**src/rtl/tfp_pkg.sv**
```systemverilog
`timescale 1ns / 1ps
// ----------------------------------------------------------------------------
// tfp_pkg: shared types and constants of the tuner frequency planner
// Rate table, range limits, status codes and the stage payload structs.
// ----------------------------------------------------------------------------
package tfp_pkg;

   localparam int RATE_SLOTS = 16;

   localparam logic [25:0] SR_MIN_SPS = 26'd100;
   localparam logic [25:0] SR_MAX_SPS = 26'd45000000;
   localparam logic signed [24:0] IF_MIN_KHZ = 25'sd950000;
   localparam logic signed [24:0] IF_MAX_KHZ = 25'sd2150000;
   localparam logic [7:0] FALLBACK_RATE_MHZ = 8'd200;
   localparam logic [22:0] COARSE_OFFSET_KHZ = 23'd40000;
   localparam logic [22:0] COARSE_STEP_KHZ = 23'd10000;

   localparam logic CSR_LNB_LO = 1'b0;
   localparam logic CSR_LNB_UNC = 1'b1;

   typedef enum logic [1:0] {
      STATUS_OK       = 2'd0,
      STATUS_SR_RANGE = 2'd1,
      STATUS_IF_RANGE = 2'd2
   } status_type;

   function automatic logic [7:0] rate_mhz(input logic [3:0] idx);
      logic [7:0] r;
      case (idx)
         4'd0:    r = 8'd200;
         4'd1:    r = 8'd192;
         4'd2:    r = 8'd193;
         4'd3:    r = 8'd194;
         4'd4:    r = 8'd195;
         4'd5:    r = 8'd196;
         4'd6:    r = 8'd204;
         4'd7:    r = 8'd205;
         4'd8:    r = 8'd206;
         4'd9:    r = 8'd207;
         4'd10:   r = 8'd197;
         4'd11:   r = 8'd198;
         4'd12:   r = 8'd199;
         4'd13:   r = 8'd201;
         4'd14:   r = 8'd202;
         4'd15:   r = 8'd203;
         default: r = FALLBACK_RATE_MHZ;
      endcase
      return r;
   endfunction

   // Quarter of the sample rate in kHz.
   function automatic logic [15:0] step4_khz(input logic [3:0] idx);
      return 16'(rate_mhz(idx)) * 16'd250;
   endfunction

   typedef struct packed {
      status_type                          status;
      logic [25:0]                         sr;
      logic [32:0]                         hw40;
      logic [RATE_SLOTS-1:0][22:0]         rem;
      logic [RATE_SLOTS-1:0][5:0]          quo;
      logic [22:0]                         crem;
      logic [7:0]                          cquo;
   } lane_type;

   typedef struct packed {
      status_type                          status;
      logic [25:0]                         sr;
      logic [7:0]                          cquo;
      logic [15:0]                         fine;
      logic [RATE_SLOTS-1:0]               div4;
      logic [RATE_SLOTS-1:0]               div2;
   } spur_type;

   typedef struct packed {
      status_type                          status;
      logic [7:0]                          adc;
      logic [7:0]                          coarse;
      logic [28:0]                         dsym;
      logic [28:0]                         rsym;
      logic [20:0]                         qsym;
      logic [17:0]                         dfine;
      logic [18:0]                         rfine;
      logic [11:0]                         qfine;
   } div_type;

endpackage

```
**src/rtl/tfp_prep.sv**
```systemverilog
`timescale 1ns / 1ps
// ----------------------------------------------------------------------------
// tfp_prep: first stage
// Forms the IF, checks ranges, builds the band half width and seeds the
// per-rate remainder lanes and the coarse remainder.
// ----------------------------------------------------------------------------
module tfp_prep (
   input  logic              clock,
   input  logic              reset,
   input  logic              in_valid,
   output logic              in_ready,
   input  logic [23:0]       rf_freq_khz,
   input  logic [25:0]       symbol_rate_sps,
   input  logic [23:0]       lnb_lo_khz,
   input  logic [15:0]       lnb_unc_khz,
   output logic              out_valid,
   input  logic              out_ready,
   output tfp_pkg::lane_type out_data
);
   import tfp_pkg::*;

   logic              valid_ff;
   lane_type          data_ff;
   lane_type          data_in;
   logic signed [24:0] if_full;

   assign in_ready  = !valid_ff || out_ready;
   assign out_valid = valid_ff;
   assign out_data  = data_ff;

   assign if_full = $signed({1'b0, rf_freq_khz}) - $signed({1'b0, lnb_lo_khz});

   always_comb begin
      data_in.sr   = symbol_rate_sps;
      data_in.hw40 = 33'(lnb_unc_khz) * 33'd40000 + 33'(symbol_rate_sps) * 33'd27;
      if (symbol_rate_sps < SR_MIN_SPS || symbol_rate_sps > SR_MAX_SPS) begin
         data_in.status = STATUS_SR_RANGE;
      end else if (if_full < IF_MIN_KHZ || if_full > IF_MAX_KHZ) begin
         data_in.status = STATUS_IF_RANGE;
      end else begin
         data_in.status = STATUS_OK;
      end
      for (int i = 0; i < RATE_SLOTS; i++) begin
         data_in.rem[i] = {1'b0, if_full[21:0]};
         data_in.quo[i] = '0;
      end
      data_in.crem = {1'b0, if_full[21:0]} + COARSE_OFFSET_KHZ;
      data_in.cquo = '0;
   end

   always_ff @(posedge clock) begin
      if (reset) begin
         valid_ff <= 1'b0;
      end else if (in_ready) begin
         valid_ff <= in_valid;
      end
   end

   always_ff @(posedge clock) begin
      if (in_valid && in_ready) begin
         data_ff <= data_in;
      end
   end
endmodule

```
**config.mk**
```make
export PLATFORM = sky130hd
export DESIGN_NAME = tfp_prep
export DESIGN_NICKNAME = d
export VERILOG_FILES = /design/src/rtl/tfp_pkg.sv /design/src/rtl/tfp_prep.sv
export SDC_FILE = /design/constraint.sdc
export NUM_CORES = 1
export LEC_CHECK = 0
export BUFFER_PORTS_ARGS = -buffer_cell sky130_fd_sc_hd__buf_4
export CAP_MARGIN = 10
export CORE_AREA = 2 2 253 255
export DETAILED_ROUTE_END_ITERATION = 12
export DIE_AREA = 0 0 255 257
export PLACE_DENSITY = 0.53
export SYNTH_ARGS = -nofsm -noshare
export SYNTH_HDL_FRONTEND = slang
export SYNTH_SLANG_ARGS = --single-unit
```
**constraint.sdc**
```tcl
create_clock -name clock -period 8 [get_ports clock]
set_input_delay 1.2 -clock clock [delete_from_list [all_inputs] [get_ports clock]]
set_output_delay 1.2 -clock clock [all_outputs]
set_load 0.05 [all_outputs]
```
# ---- Word level (Yosys, flattened, before mapping)
# Cells that the tools add are included.
dict set report totals {
  register_bits 107
  latchBits 0
  mem_bits_rw 0
  romBits 0
  inputBits 94
  output_inout_bits 558
  memories 0
}
dict set report op_classes {
  n_addsub 3
  multipliers 2
  div_mod_pow 0
  order_cmp 4
  eq_ne 0
  shift 0
  n_mux 1
  bitwise_logic 0
  n_reduce_logical 5
}
# cell n
set op_table {}
lappend op_table {{adder 32 x 31 -> 33 bit} 1}
lappend op_table {{multiplier 26 x 5 -> 31 bit (second input constant)} 1}
lappend op_table {{greater-than comparator 26 bit (second input constant)} 1}
lappend op_table {{< comparator 26 x 7 -> 1 bit (second input constant)} 1}
lappend op_table {{multiplier 16 x 10 -> 26 bit (second input constant)} 1}
lappend op_table {{greater-than comparator 25 x 23 -> 1 bit (second input constant)} 1}
lappend op_table {{< comparator 25 x 21 -> 1 bit (second input constant)} 1}
lappend op_table {{subtractor 24 x 24 -> 25 bit} 1}
lappend op_table {{adder 22 x 16 -> 23 bit (second input constant)} 1}
lappend op_table {{logical OR 1 bit} 3}
lappend op_table {{2-to-1 mux 2 bit} 1}
lappend op_table {{logical AND 1 bit} 1}
lappend op_table {{logical NOT 1 bit} 1}

# ---- Longest topological paths before layout
# Gate-level depths: netlist of the first run.
dict set report logic_depth {
  depth_word 4
  depth_mapped 34
  mapped_depth_nobuf 34
}

# ---- Worst setup path before layout of the first run
# OpenSTA, ideal clock, no wires.
dict set report synth_path {
  path_type {input-to-reg}
  startpoint {input port lnb_unc_khz[4]}
  endpoint {register data_ff (netlist bit out_data[526]) (data pin)}
  t_arrival_ns 8.080
  t_required_ns 7.742
  slack_ns -0.338
  path_stages 34
  path_buffers 0
  cell_sequence {inv_1 > fa_1 > inv_1 > ha_1 > inv_1 > fa_1 > inv_1 > ha_1 > inv_1 > fa_1 > inv_1 > ha_1 > o21a_1 > o21a_1 > nor2_1 > a211oi_1 > o31a_1 > or2_2 > xnor2_1 > fa_1 > inv_1 > fa_1 > inv_1 > fa_1 > inv_1 > ha_1 > and3_1 > nand3_1 > o21ai_0 > a41oi_1 > nand3_1 > a31o_2 > a21oi_1 > xnor2_1}
}
# element line_no
set synth_lines {}
lappend synth_lines {{start, declared} tfp_prep.sv:15} ;# input logic [15:0] lnb_unc_khz,
lappend synth_lines {{end signal, assigned} tfp_prep.sv:61} ;# data_ff <= data_in;
lappend synth_lines {{end, declared} tfp_prep.sv:23} ;# lane_type data_ff;

==> impl_metrics.xml, run 1 <==
<?xml version="1.0" encoding="UTF-8"?>
<metrics>
  <group name="outcome">
    <metric name="run_status" unit="">finished clean</metric>
  </group>
  <group name="cts">
    <metric name="post_cts_hold_buffer_count" unit="">0</metric>
    <metric name="cts_buf_count" unit="">9</metric>
    <metric name="path_clk_slew" unit="ps">90</metric>
    <metric name="clk_root_buffer_cell" unit="">sky130_fd_sc_hd__clkbuf_16</metric>
    <metric name="worst_skew_pair_latency" unit="ps">390</metric>
    <metric name="max-clock-path-buffers" unit="">2</metric>
    <metric name="cts_sinks" unit="">100</metric>
    <metric name="tritoncts" unit="">done</metric>
    <metric name="cts_max_level" unit="">3</metric>
  </group>
  <group name="timing">
    <metric name="tightestPinTransition" unit="ps">1050</metric>
    <metric name="final.min_clock_period" unit="ps">7880</metric>
    <metric name="hold_violations" unit="">0</metric>
    <metric name="fin_worst_skew" unit="ps">11.3</metric>
    <metric name="timing.setup.tns" unit="ps">0</metric>
    <metric name="slew_viol_final" unit="">0</metric>
    <metric name="holdWs" unit="ps">542</metric>
    <metric name="timing.max_slew.rel_slack" unit="%">29.8</metric>
    <metric name="clock.fmax" unit="MHz">127</metric>
    <metric name="grt_setup_unrepaired" unit="">true</metric>
    <metric name="timing.final.setup_violations" unit="">0</metric>
    <metric name="post-route-period-util" unit="%">98.5</metric>
  </group>
  <group name="grt">
    <metric name="maximum_number_of_pins_on_one_net_before_global_route_repair" unit="">63</metric>
    <metric name="grt_util_all_layers" unit="%">12.4</metric>
    <metric name="first_global_vias" unit="">9979</metric>
    <metric name="grt_overflow" unit="">0</metric>
    <metric name="grt_first_pass_wirelength" unit="µm">60700</metric>
    <metric name="antenna_found_initial" unit="">5</metric>
  </group>
  <group name="finish">
    <metric name="final_nets" unit="">2198</metric>
    <metric name="layout_cell_share_with_drive_strength_beyond_1" unit="%">37.7</metric>
    <metric name="most_common_library_cell_in_the_layout_ignoring_fill_and_taps" unit="">sky130_fd_sc_hd__buf_4</metric>
    <metric name="layout.filler_cells" unit="">6624</metric>
    <metric name="design_area" unit="µm²">17800</metric>
    <metric name="layout-area-overhead-vs-synth" unit="%">21.1</metric>
    <metric name="layout.cells.most_common_list" unit="">sky130_fd_sc_hd__buf_4 (602), sky130_fd_sc_hd__inv_1 (221), sky130_fd_sc_hd__ha_1 (183)</metric>
  </group>
  <group name="worst_setup_path">
    <metric name="slowest_stage" unit="">sky130_fd_sc_hd__fa_1</metric>
    <metric name="worstReg2RegStart" unit="">out_valid</metric>
    <metric name="criticalPathCategory" unit="">input port to register</metric>
    <metric name="critical_path_peak_fanout" unit="">3</metric>
    <metric name="rr_worst_depth" unit="">3</metric>
    <metric name="cp_max_stage_delay" unit="ps">540</metric>
    <metric name="crit-reg2reg-capture" unit="">out_data[14]</metric>
    <metric name="worst_ep_arrival_time" unit="ps">8020</metric>
    <metric name="critical_path.startpoint_type" unit="">input port</metric>
    <metric name="endpoint_kind" unit="">register</metric>
    <metric name="r2r_setup_slack" unit="ps">5820</metric>
    <metric name="startpoint" unit="">lnb_unc_khz[4]</metric>
    <metric name="timing.critical_path.required" unit="ps">8150</metric>
  </group>
  <group name="route">
    <metric name="post_drt_via_cell_ratio" unit="">3.84</metric>
    <metric name="detailroute.via_count" unit="">10200</metric>
    <metric name="drtAntennaViolNets" unit="">0</metric>
    <metric name="wire_per_inst" unit="µm">15.9</metric>
    <metric name="first_pass_iters" unit="">4</metric>
    <metric name="detailedRoute.firstIterationViolations" unit="">372</metric>
    <metric name="finalWirelength" unit="µm">42500</metric>
    <metric name="drc" unit="">0</metric>
  </group>
  <group name="floorplan">
    <metric name="die_height" unit="µm">257</metric>
    <metric name="floorplan.die_area" unit="µm²">65500</metric>
    <metric name="core_area" unit="µm²">62700</metric>
    <metric name="floorplan.initialDensity" unit="%">23.4</metric>
    <metric name="die_width" unit="µm">255</metric>
    <metric name="top_level_ports" unit="">652</metric>
    <metric name="rows" unit="">92</metric>
  </group>
  <group name="synthesis">
    <metric name="yosys_warnings" unit="">0</metric>
    <metric name="netlist-cell-type-count" unit="">68</metric>
    <metric name="synth-edff-count" unit="">99</metric>
    <metric name="syn-mean-instance-area" unit="µm²">9.54</metric>
    <metric name="netlist_area" unit="µm²">14700</metric>
    <metric name="seq_area_frac_synth" unit="%">20.4</metric>
    <metric name="ys_dominant_reg_cell" unit="">sky130_fd_sc_hd__edfxtp_1</metric>
    <metric name="synth-seq-cells" unit="">100</metric>
    <metric name="netlist_instances" unit="">1538</metric>
    <metric name="synth-async-reset-ratio" unit="%">0</metric>
  </group>
  <group name="placed_design">
    <metric name="dp.final_hpwl" unit="µm">36900</metric>
    <metric name="placedInstanceArea" unit="µm²">17300</metric>
    <metric name="buffer_ports.inserted" unit="">531</metric>
    <metric name="gp_congestion" unit="">0.817</metric>
  </group>
  <group name="worst_hold_path">
    <metric name="hold_depth" unit="">2</metric>
    <metric name="hp-start" unit="">out_valid</metric>
    <metric name="min_to" unit="">out_valid</metric>
    <metric name="hold_path_class" unit="">register to register</metric>
  </group>
  <group name="run">
    <metric name="max_cap_viol_count" unit="">0</metric>
  </group>
</metrics>
sequential cells by signal, summed over array words and instances (netlist names):
signal and count:
out_data 99, out_valid 1
timing repair:
action / in CTS / in global routing
hold endpoints to repair: 0 / 0
setup buffers: 0 / 4
resized for setup: 0 / 36
setup endpoints to repair: 0 / 11
kinds of logic after synthesis:
| kind of cell | Yosys count | share of synthesized area, % |
|---|---|---|
| muxes | 1 | 0.0683 |
| DFF | 100 | 20.4 |
| buffers and inverters | 693 | 29.5 |
| xor gates and xnor gates | 68 | 4.24 |
| and+or+nand+nor | 181 | 6.15 |
| other | 1 | 0.0256 |
| AOI/OAI and AO/OA | 201 | 9.28 |
| adders and majority gates | 293 | 30.4 |
final cells by class:
type                            instances  area, µm²  area share [%]
Clock inverter                          7       65.1           0.366
Timing Repair Buffer                  603       4530            25.5
Antenna cell                            3       7.51          0.0423
Clock buffer                            9        225            1.27
Inverter                              233        878            4.95
Tap cell                              846       1060            5.96
Sequential cell                       100       2990            16.9
Multi-Input combinational cell        864       7990            45.0
cell usage after synthesis, types with 10 or more instances:
master | instances | area share, %
sky130_fd_sc_hd__a21o_1 | 29 | 1.5
sky130_fd_sc_hd__a21oi_1 | 61 | 2.1
sky130_fd_sc_hd__a31oi_1 | 13 | 0.55
sky130_fd_sc_hd__and3_1 | 11 | 0.47
sky130_fd_sc_hd__buf_4 | 457 | 23
sky130_fd_sc_hd__edfxtp_1 | 99 | 20
sky130_fd_sc_hd__fa_1 | 105 | 14
sky130_fd_sc_hd__ha_1 | 188 | 16
sky130_fd_sc_hd__inv_1 | 233 | 6.0
sky130_fd_sc_hd__nand2_1 | 29 | 0.74
sky130_fd_sc_hd__nand2b_1 | 11 | 0.47
sky130_fd_sc_hd__nand3_1 | 28 | 0.96
sky130_fd_sc_hd__nor2_1 | 53 | 1.4
sky130_fd_sc_hd__nor3_1 | 11 | 0.38
sky130_fd_sc_hd__o21a_1 | 10 | 0.51
sky130_fd_sc_hd__o21ai_0 | 28 | 0.96
sky130_fd_sc_hd__xnor2_1 | 41 | 2.4
sky130_fd_sc_hd__xor2_1 | 25 | 1.5
routing by layer:
metal | global-route usage [%] | wire [µm]
met5 | 0 | 18
met4 | 3.43 | 588
met3 | 1.80 | 1990
met2 | 23.1 | 22700
met1 | 14.5 | 17200
worst max path at each step:
stage	endpoint	depth (start not counted)
global route	out_data[521]	35
finish	out_data[526]	35
global placement	out_data[526]	35
CTS	out_data[526]	35
detailed placement	out_data[526]	35
floorplan	out_data[526]	34
critical path, delay by kind of cell:
kind / cells / cell delay, ps
AOI/OAI and AO/OA: 8 / 1410
adders and majority gates: 10 / 3980
buffers and inverters: 10 / 530
xor gates and xnor gates: 2 / 200
and+or+nand+nor: 5 / 710
stage by stage:
step	instances	util, %	worst slack (ps)
after floorplan	1657	-	11.4
after global placement	2642	27.6	-375
after detailed placement	2642	27.6	-420
after CTS	2658	28.0	8.78
after global routing	2663	28.3	-167
final	2665	28.3	123
Power of run 1 is not shown: default switching activity piles up to over one toggle a cycle in this logic, so the estimate is an artifact.
==> run 2: changes to the inputs <==
- GPL_TIMING_DRIVEN: unset -> 0
==> run 2 against run 1 <==
- core utilization rose by 5.0 points
- hold slack improved by 8.7 ps
- die area did not move
- clock skew rose by 2.3 ps
- critical path depth did not move
- fmax fell by 1.2%
- register-to-register slack improved by 450 ps
- cell count rose by 15%
- critical endpoint unchanged
- sequential share of layout area fell by 2.5 points
- wire length rose by 8.8%
- critical path type unchanged
- count of clock-buffer cells in the layout rose by 1
==> impl_metrics.xml, run 2 (synthesis gave the netlist of run 1 again) <==
<?xml version="1.0" encoding="UTF-8"?>
<metrics>
  <group name="worst_setup_path">
    <metric name="cp_max_stage_delay" unit="ps">560</metric>
    <metric name="criticalPathCategory" unit="">input port to register</metric>
    <metric name="critical_path.startpoint_type" unit="">input port</metric>
    <metric name="critical_path_peak_fanout" unit="">4</metric>
    <metric name="endpoint_kind" unit="">register</metric>
    <metric name="slowest_stage" unit="">sky130_fd_sc_hd__fa_1</metric>
    <metric name="timing.critical_path.required" unit="ps">8130</metric>
    <metric name="critical_path.most_common_cell" unit="">sky130_fd_sc_hd__inv_2</metric>
    <metric name="worst_ep_arrival_time" unit="ps">8110</metric>
    <metric name="r2r_setup_slack" unit="ps">6270</metric>
  </group>
  <group name="route">
    <metric name="post_drt_via_cell_ratio" unit="">3.75</metric>
    <metric name="drc" unit="">0</metric>
    <metric name="first_pass_iters" unit="">4</metric>
    <metric name="wire_per_inst" unit="µm">15.1</metric>
    <metric name="finalWirelength" unit="µm">46200</metric>
    <metric name="drtAntennaViolNets" unit="">0</metric>
    <metric name="detailroute.via_count" unit="">11500</metric>
    <metric name="detailedRoute.firstIterationViolations" unit="">399</metric>
  </group>
  <group name="floorplan">
    <metric name="floorplan.die_area" unit="µm²">65500</metric>
    <metric name="floorplan.initialDensity" unit="%">23.4</metric>
    <metric name="die_width" unit="µm">255</metric>
    <metric name="die_height" unit="µm">257</metric>
    <metric name="top_level_ports" unit="">652</metric>
    <metric name="core_area" unit="µm²">62700</metric>
    <metric name="rows" unit="">92</metric>
  </group>
  <group name="finish">
    <metric name="final_nets" unit="">2596</metric>
    <metric name="multi_input_comb_area" unit="µm²">8080</metric>
    <metric name="layout.core_utilization" unit="%">33.3</metric>
    <metric name="layout-area-overhead-vs-synth" unit="%">42.3</metric>
    <metric name="layout_cell_share_with_drive_strength_beyond_1" unit="%">49.3</metric>
    <metric name="regArea" unit="µm²">2990</metric>
    <metric name="layout.cells.most_common_list" unit="">sky130_fd_sc_hd__buf_4 (992), sky130_fd_sc_hd__inv_1 (220), sky130_fd_sc_hd__ha_1 (175)</metric>
    <metric name="layout.filler_cells" unit="">6431</metric>
    <metric name="largest_reg_flops" unit="">99</metric>
    <metric name="most_common_library_cell_in_the_layout_ignoring_fill_and_taps" unit="">sky130_fd_sc_hd__buf_4</metric>
  </group>
  <group name="run">
    <metric name="max_cap_viol_count" unit="">0</metric>
  </group>
  <group name="timing">
    <metric name="slew_viol_final" unit="">0</metric>
    <metric name="grt_setup_unrepaired" unit="">true</metric>
    <metric name="postLayoutSetupSlackWorst" unit="ps">24.3</metric>
    <metric name="timing.setup.tns" unit="ps">0</metric>
    <metric name="final.min_clock_period" unit="ps">7980</metric>
    <metric name="timing.max_slew.rel_slack" unit="%">24.0</metric>
    <metric name="clock.fmax" unit="MHz">125</metric>
    <metric name="post-route-period-util" unit="%">99.7</metric>
    <metric name="tightestPinTransition" unit="ps">1130</metric>
    <metric name="hold_violations" unit="">0</metric>
    <metric name="fin_worst_skew" unit="ps">13.6</metric>
    <metric name="timing.final.setup_violations" unit="">0</metric>
  </group>
  <group name="worst_hold_path">
    <metric name="hold_path_class" unit="">register to register</metric>
  </group>
  <group name="grt">
    <metric name="antenna_found_initial" unit="">10</metric>
    <metric name="grt_overflow" unit="">0</metric>
    <metric name="grt_first_pass_wirelength" unit="µm">67200</metric>
    <metric name="first_global_vias" unit="">11200</metric>
    <metric name="maximum_number_of_pins_on_one_net_before_global_route_repair" unit="">61</metric>
    <metric name="grt_util_all_layers" unit="%">13.5</metric>
  </group>
  <group name="cts">
    <metric name="clk_root_buffer_cell" unit="">sky130_fd_sc_hd__clkbuf_16</metric>
    <metric name="tritoncts" unit="">done</metric>
    <metric name="path_clk_slew" unit="ps">70</metric>
    <metric name="cts_max_level" unit="">3</metric>
    <metric name="max-clock-path-buffers" unit="">2</metric>
    <metric name="worst_skew_pair_latency" unit="ps">390</metric>
    <metric name="cts_sinks" unit="">100</metric>
    <metric name="cts_buf_count" unit="">9</metric>
  </group>
  <group name="placed_design">
    <metric name="buffer_ports.inserted" unit="">531</metric>
    <metric name="pre_cts_slack" unit="ps">-750</metric>
    <metric name="dp.final_hpwl" unit="µm">40400</metric>
    <metric name="gp_congestion" unit="">0.783</metric>
  </group>
  <group name="outcome">
    <metric name="run_status" unit="">finished clean</metric>
  </group>
</metrics>
[run 2: changes by cell type in the layout (fill, tap and decap cells not counted), moves of 2 or more]
cell	before	now
sky130_fd_sc_hd__ha_2	0	3
sky130_fd_sc_hd__buf_2	0	2
sky130_fd_sc_hd__clkinv_4	2	0
sky130_fd_sc_hd__buf_4	602	992
sky130_fd_sc_hd__diode_2	3	5
sky130_fd_sc_hd__ha_4	5	10
sky130_fd_sc_hd__buf_6	0	5
sky130_fd_sc_hd__ha_1	183	175
sky130_fd_sc_hd__o21ai_0	26	24
sky130_fd_sc_hd__o21ai_1	4	6
sky130_fd_sc_hd__clkinvlp_4	1	5
[run 2: metrics by stage]
stage | instances | instance area, µm² | hold slack [ps]
after floorplan | 1657 | 15200 | 1110
after global placement | 3034 | 20200 | 502
after detailed placement | 3035 | 20300 | 540
after CTS | 3055 | 20700 | 550
after global routing | 3065 | 20900 | 594
final | 3065 | 20900 | 550
[run 2: worst max-delay path, delay by kind of cell]
kind | cells | cell delay [ps]
adders and majority gates | 10 | 4100
AOI/OAI and AO/OA | 8 | 1350
and+or+nand+nor | 5 | 740
buffers and inverters | 10 | 500
xor gates and xnor gates | 2 | 220
[run 2: area by class of cell]
type                       instances  area share [%]
multi-input combinational        864            38.7
timing repair buffer             542            19.7
buffer                           459            16.5
sequential                       100            14.3
tap                              846            5.07
inverter                         233            4.24
clock buffer                      10            1.10
clock inverter                     6           0.258
antenna                            5          0.0600
[run 2: worst paths after layout]
path         cells after the start       endpoint      startpoint
min                              2      out_valid       out_valid
min reg2reg                      2      out_valid       out_valid
max                             35  out_data[526]  lnb_unc_khz[4]
max reg2reg                      3  out_data[522]       out_valid
[run 2: metal layers]
metal  up-vias  global-route usage (%)  share of wire, %
met3        34                    2.85               5.7
met4         6                    3.98               1.5
met1      5370                    14.7                39
met2       301                    25.9                54
li1       5790                       -                 -
met5         -                       0             0.078
[run 2: what timing repair did]
action / 4_1_cts / 5_1_grt
resized for setup: 16 / 38
endpoints found under the setup margin: 10 / 8
setup buffers: 4 / 6
hold buffers: 0 / 0
pin swaps: 8 / 38
cloned: 0 / 0
Power of run 2 is left out for the same reason.
==> run 3: changes to the inputs <==
- ABC_AREA: unset -> 1
- CELL_PAD_IN_SITES_DETAIL_PLACEMENT: unset -> 1
- CELL_PAD_IN_SITES_GLOBAL_PLACEMENT: unset -> 1
- CORE_AREA: 2 2 253 255 -> 2 2 252 254
- DIE_AREA: 0 0 255 257 -> 0 0 254 256
- PLACE_DENSITY: 0.53 -> 0.7
==> run 3 against run 2 <==
- clock skew is 3.5 ps higher
- sequential cell count stayed put
- sequential share of layout area is 0.71 points lower
- synthesized cell count increased by 19%
- first-iteration DRC count increased by 6.5%
- via count rose by 16%
- core utilization up 1.9 points
- count of clock-buffer cells in the layout down 1
- hold slack improved by 19 ps
- fmax rose by 2.4%
- global-route usage increased by 2.7 points
- critical path type unchanged
==> impl_metrics.xml, run 3 <==
<?xml version="1.0" encoding="UTF-8"?>
<metrics>
  <group name="timing">
    <metric name="tightestPinTransition" unit="ps">803</metric>
    <metric name="clock.fmax" unit="MHz">128</metric>
    <metric name="post-route-period-util" unit="%">97.3</metric>
    <metric name="slew_viol_final" unit="">0</metric>
    <metric name="timing.final.setup_violations" unit="">0</metric>
    <metric name="hold_violations" unit="">0</metric>
    <metric name="final.min_clock_period" unit="ps">7790</metric>
    <metric name="fin_worst_skew" unit="ps">17.1</metric>
    <metric name="timing.max_slew.rel_slack" unit="%">46.5</metric>
    <metric name="holdWs" unit="ps">570</metric>
  </group>
  <group name="outcome">
    <metric name="run_status" unit="">finished clean</metric>
  </group>
  <group name="synthesis">
    <metric name="synth-seq-cells" unit="">100</metric>
    <metric name="netlist_area" unit="µm²">15500</metric>
    <metric name="syn-mean-instance-area" unit="µm²">8.47</metric>
    <metric name="yosys_warnings" unit="">0</metric>
    <metric name="ys_top_cells_by_area" unit="">sky130_fd_sc_hd__buf_4 (22%), sky130_fd_sc_hd__edfxtp_1 (19%), sky130_fd_sc_hd__ha_1 (15%)</metric>
    <metric name="post-synth-top-area-fraction" unit="%">22.1</metric>
    <metric name="synth-async-reset-ratio" unit="%">0</metric>
    <metric name="seq_area_frac_synth" unit="%">19.3</metric>
    <metric name="netlist_instances" unit="">1834</metric>
    <metric name="yosysTopAreaCell" unit="">sky130_fd_sc_hd__buf_4</metric>
    <metric name="netlist-cell-type-count" unit="">46</metric>
    <metric name="ys_dominant_reg_cell" unit="">sky130_fd_sc_hd__edfxtp_1</metric>
    <metric name="synth.top_cells.by_count" unit="">sky130_fd_sc_hd__buf_4 (457), sky130_fd_sc_hd__inv_1 (320), sky130_fd_sc_hd__nand2_1 (232)</metric>
    <metric name="synth-edff-count" unit="">99</metric>
    <metric name="synth.most_common_cell" unit="">sky130_fd_sc_hd__buf_4</metric>
  </group>
  <group name="cts">
    <metric name="cts_sinks" unit="">100</metric>
    <metric name="clk_root_buffer_cell" unit="">sky130_fd_sc_hd__clkbuf_16</metric>
    <metric name="cts_buf_count" unit="">9</metric>
    <metric name="max-clock-path-buffers" unit="">2</metric>
    <metric name="tritoncts" unit="">done</metric>
    <metric name="path_clk_slew" unit="ps">90</metric>
    <metric name="worst_skew_pair_latency" unit="ps">400</metric>
    <metric name="cts_max_level" unit="">3</metric>
  </group>
  <group name="worst_setup_path">
    <metric name="critical_path_peak_fanout" unit="">5</metric>
    <metric name="criticalPathCategory" unit="">input port to register</metric>
    <metric name="timing.critical_path.required" unit="ps">8200</metric>
    <metric name="endpoint_kind" unit="">register</metric>
    <metric name="cp_max_stage_delay" unit="ps">530</metric>
    <metric name="worstReg2RegStart" unit="">out_valid</metric>
    <metric name="cp_num_buf_inv" unit="">11</metric>
    <metric name="slowest_stage" unit="">sky130_fd_sc_hd__fa_1</metric>
    <metric name="critical_path.most_common_cell" unit="">sky130_fd_sc_hd__inv_1</metric>
    <metric name="critical_path.startpoint_type" unit="">input port</metric>
    <metric name="startpoint" unit="">lnb_unc_khz[5]</metric>
    <metric name="critPathTopFamily" unit="">adder cells</metric>
    <metric name="worst_ep_arrival_time" unit="ps">7990</metric>
  </group>
  <group name="run">
    <metric name="max_cap_viol_count" unit="">0</metric>
  </group>
  <group name="route">
    <metric name="route.met3.wl" unit="µm">3220</metric>
    <metric name="wirelength_met1" unit="µm">19800</metric>
    <metric name="detailedRoute.firstIterationViolations" unit="">425</metric>
    <metric name="top_layer" unit="">met5</metric>
    <metric name="wire_per_inst" unit="µm">16.2</metric>
    <metric name="drtAntennaViolNets" unit="">0</metric>
    <metric name="detailroute.via_count" unit="">13300</metric>
    <metric name="met2WireLength" unit="µm">29900</metric>
    <metric name="first_pass_iters" unit="">4</metric>
    <metric name="finalWirelength" unit="µm">54500</metric>
    <metric name="post_drt_via_cell_ratio" unit="">3.95</metric>
    <metric name="drc" unit="">0</metric>
  </group>
  <group name="floorplan">
    <metric name="top_level_ports" unit="">652</metric>
    <metric name="core_area" unit="µm²">62400</metric>
    <metric name="floorplan.die_area" unit="µm²">65000</metric>
    <metric name="die_width" unit="µm">254</metric>
    <metric name="die_height" unit="µm">256</metric>
    <metric name="rows" unit="">92</metric>
    <metric name="floorplan.initialDensity" unit="%">24.9</metric>
  </group>
  <group name="finish">
    <metric name="largest_reg_flops" unit="">99</metric>
    <metric name="most_common_library_cell_in_the_layout_ignoring_fill_and_taps" unit="">sky130_fd_sc_hd__buf_4</metric>
    <metric name="layout.cells.most_common_list" unit="">sky130_fd_sc_hd__buf_4 (997), sky130_fd_sc_hd__inv_1 (314), sky130_fd_sc_hd__nand2_1 (219)</metric>
    <metric name="final_nets" unit="">2900</metric>
    <metric name="layout-area-overhead-vs-synth" unit="%">41.3</metric>
    <metric name="layout_cell_share_with_drive_strength_beyond_1" unit="%">46.5</metric>
  </group>
  <group name="grt">
    <metric name="maximum_number_of_pins_on_one_net_before_global_route_repair" unit="">31</metric>
    <metric name="first_global_vias" unit="">14000</metric>
    <metric name="grt_util_all_layers" unit="%">16.2</metric>
    <metric name="grt_overflow" unit="">0</metric>
    <metric name="grt_first_pass_wirelength" unit="µm">80500</metric>
    <metric name="antenna_found_initial" unit="">8</metric>
  </group>
  <group name="placed_design">
    <metric name="gp_congestion" unit="">0.864</metric>
    <metric name="dp.final_hpwl" unit="µm">48300</metric>
    <metric name="buffer_ports.inserted" unit="">531</metric>
  </group>
  <group name="worst_hold_path">
    <metric name="hold_path_class" unit="">register to register</metric>
    <metric name="hp-start" unit="">out_valid</metric>
  </group>
</metrics>
-- run 3: cell count changes after synthesis, sizes merged, moves of 14 or more --
cell	previous run	this run
a21o	30	4
a21oi	62	84
inv	233	335
nand2	29	266
nand3	28	58
nor2	53	67
xnor2	42	21
-- run 3: cell type report --
cell class / instances / area, µm²
antenna: 3 / 7.51
buffer: 458 / 3440
clock buffer: 9 / 225
clock inverter: 7 / 63.8
fill: 7562 / 40400
inverter: 337 / 1280
multi-input combinational: 1058 / 8690
sequential: 100 / 2990
tap: 846 / 1060
timing repair buffer: 549 / 4210
-- run 3: final timing paths --
check                           cells past startpoint             to  slack [ps]
worst max-delay path                               32  out_data[524]         210
worst min-delay path                                2      out_valid         570
worst max register to register                      4  out_data[553]        6220
worst min register to register                      2      out_valid         570
-- run 3: routing by layer --
metal | vias to the layer above | track usage, %
met3 | 73 | 4.02
met5 | - | 0
met4 | 10 | 5.02
met2 | 323 | 31.5
li1 | 6543 | -
met1 | 6364 | 16.6
-- run 3: what timing repair did --
item / 4_1_cts / 5_1_grt
pin swaps: 5 / 28
setup endpoints to repair: 11 / 11
hold buffers: 0 / 0
endpoints found under the hold margin: 0 / 0
setup buffers: 2 / 12
gates resized for setup: 22 / 75
-- run 3: cells by family after synthesis --
family	after synthesis	share of synthesized area, %
adders and majority gates	293	28.7
buffers and inverters	795	30.3
AOI/OAI and AO/OA	150	5.50
xor gates and xnor gates	59	3.37
other	1	0.0241
DFF	100	19.3
and+or+nand+nor	436	12.9
-- run 3: worst register-to-register path, cell delays in order (launching register included) --
cell and delay [ps]:
sky130_fd_sc_hd__dfxtp_1 360, sky130_fd_sc_hd__a21oi_4 450, sky130_fd_sc_hd__buf_12 260, sky130_fd_sc_hd__buf_12 220, sky130_fd_sc_hd__buf_16 190
-- run 3: through the flow --
| step | worst slack [ps] | cell area, µm² | cells | utilization [%] | TNS, ps |
|---|---|---|---|---|---|
| finish | 212 | 22000 | 3367 | 35.2 | 0 |
| global route | -29.8 | 22000 | 3366 | 35.2 | -63.7 |
| CTS | 4.79 | 21500 | 3352 | 34.5 | 0 |
| detailed placement | -954 | 21100 | 3334 | 33.9 | -7240 |
| global placement | -1580 | 21000 | 3330 | 33.7 | -160250 |
| floorplan | 176 | 16000 | 1953 | - | 0 |
Power of run 3 is left out for the same reason.
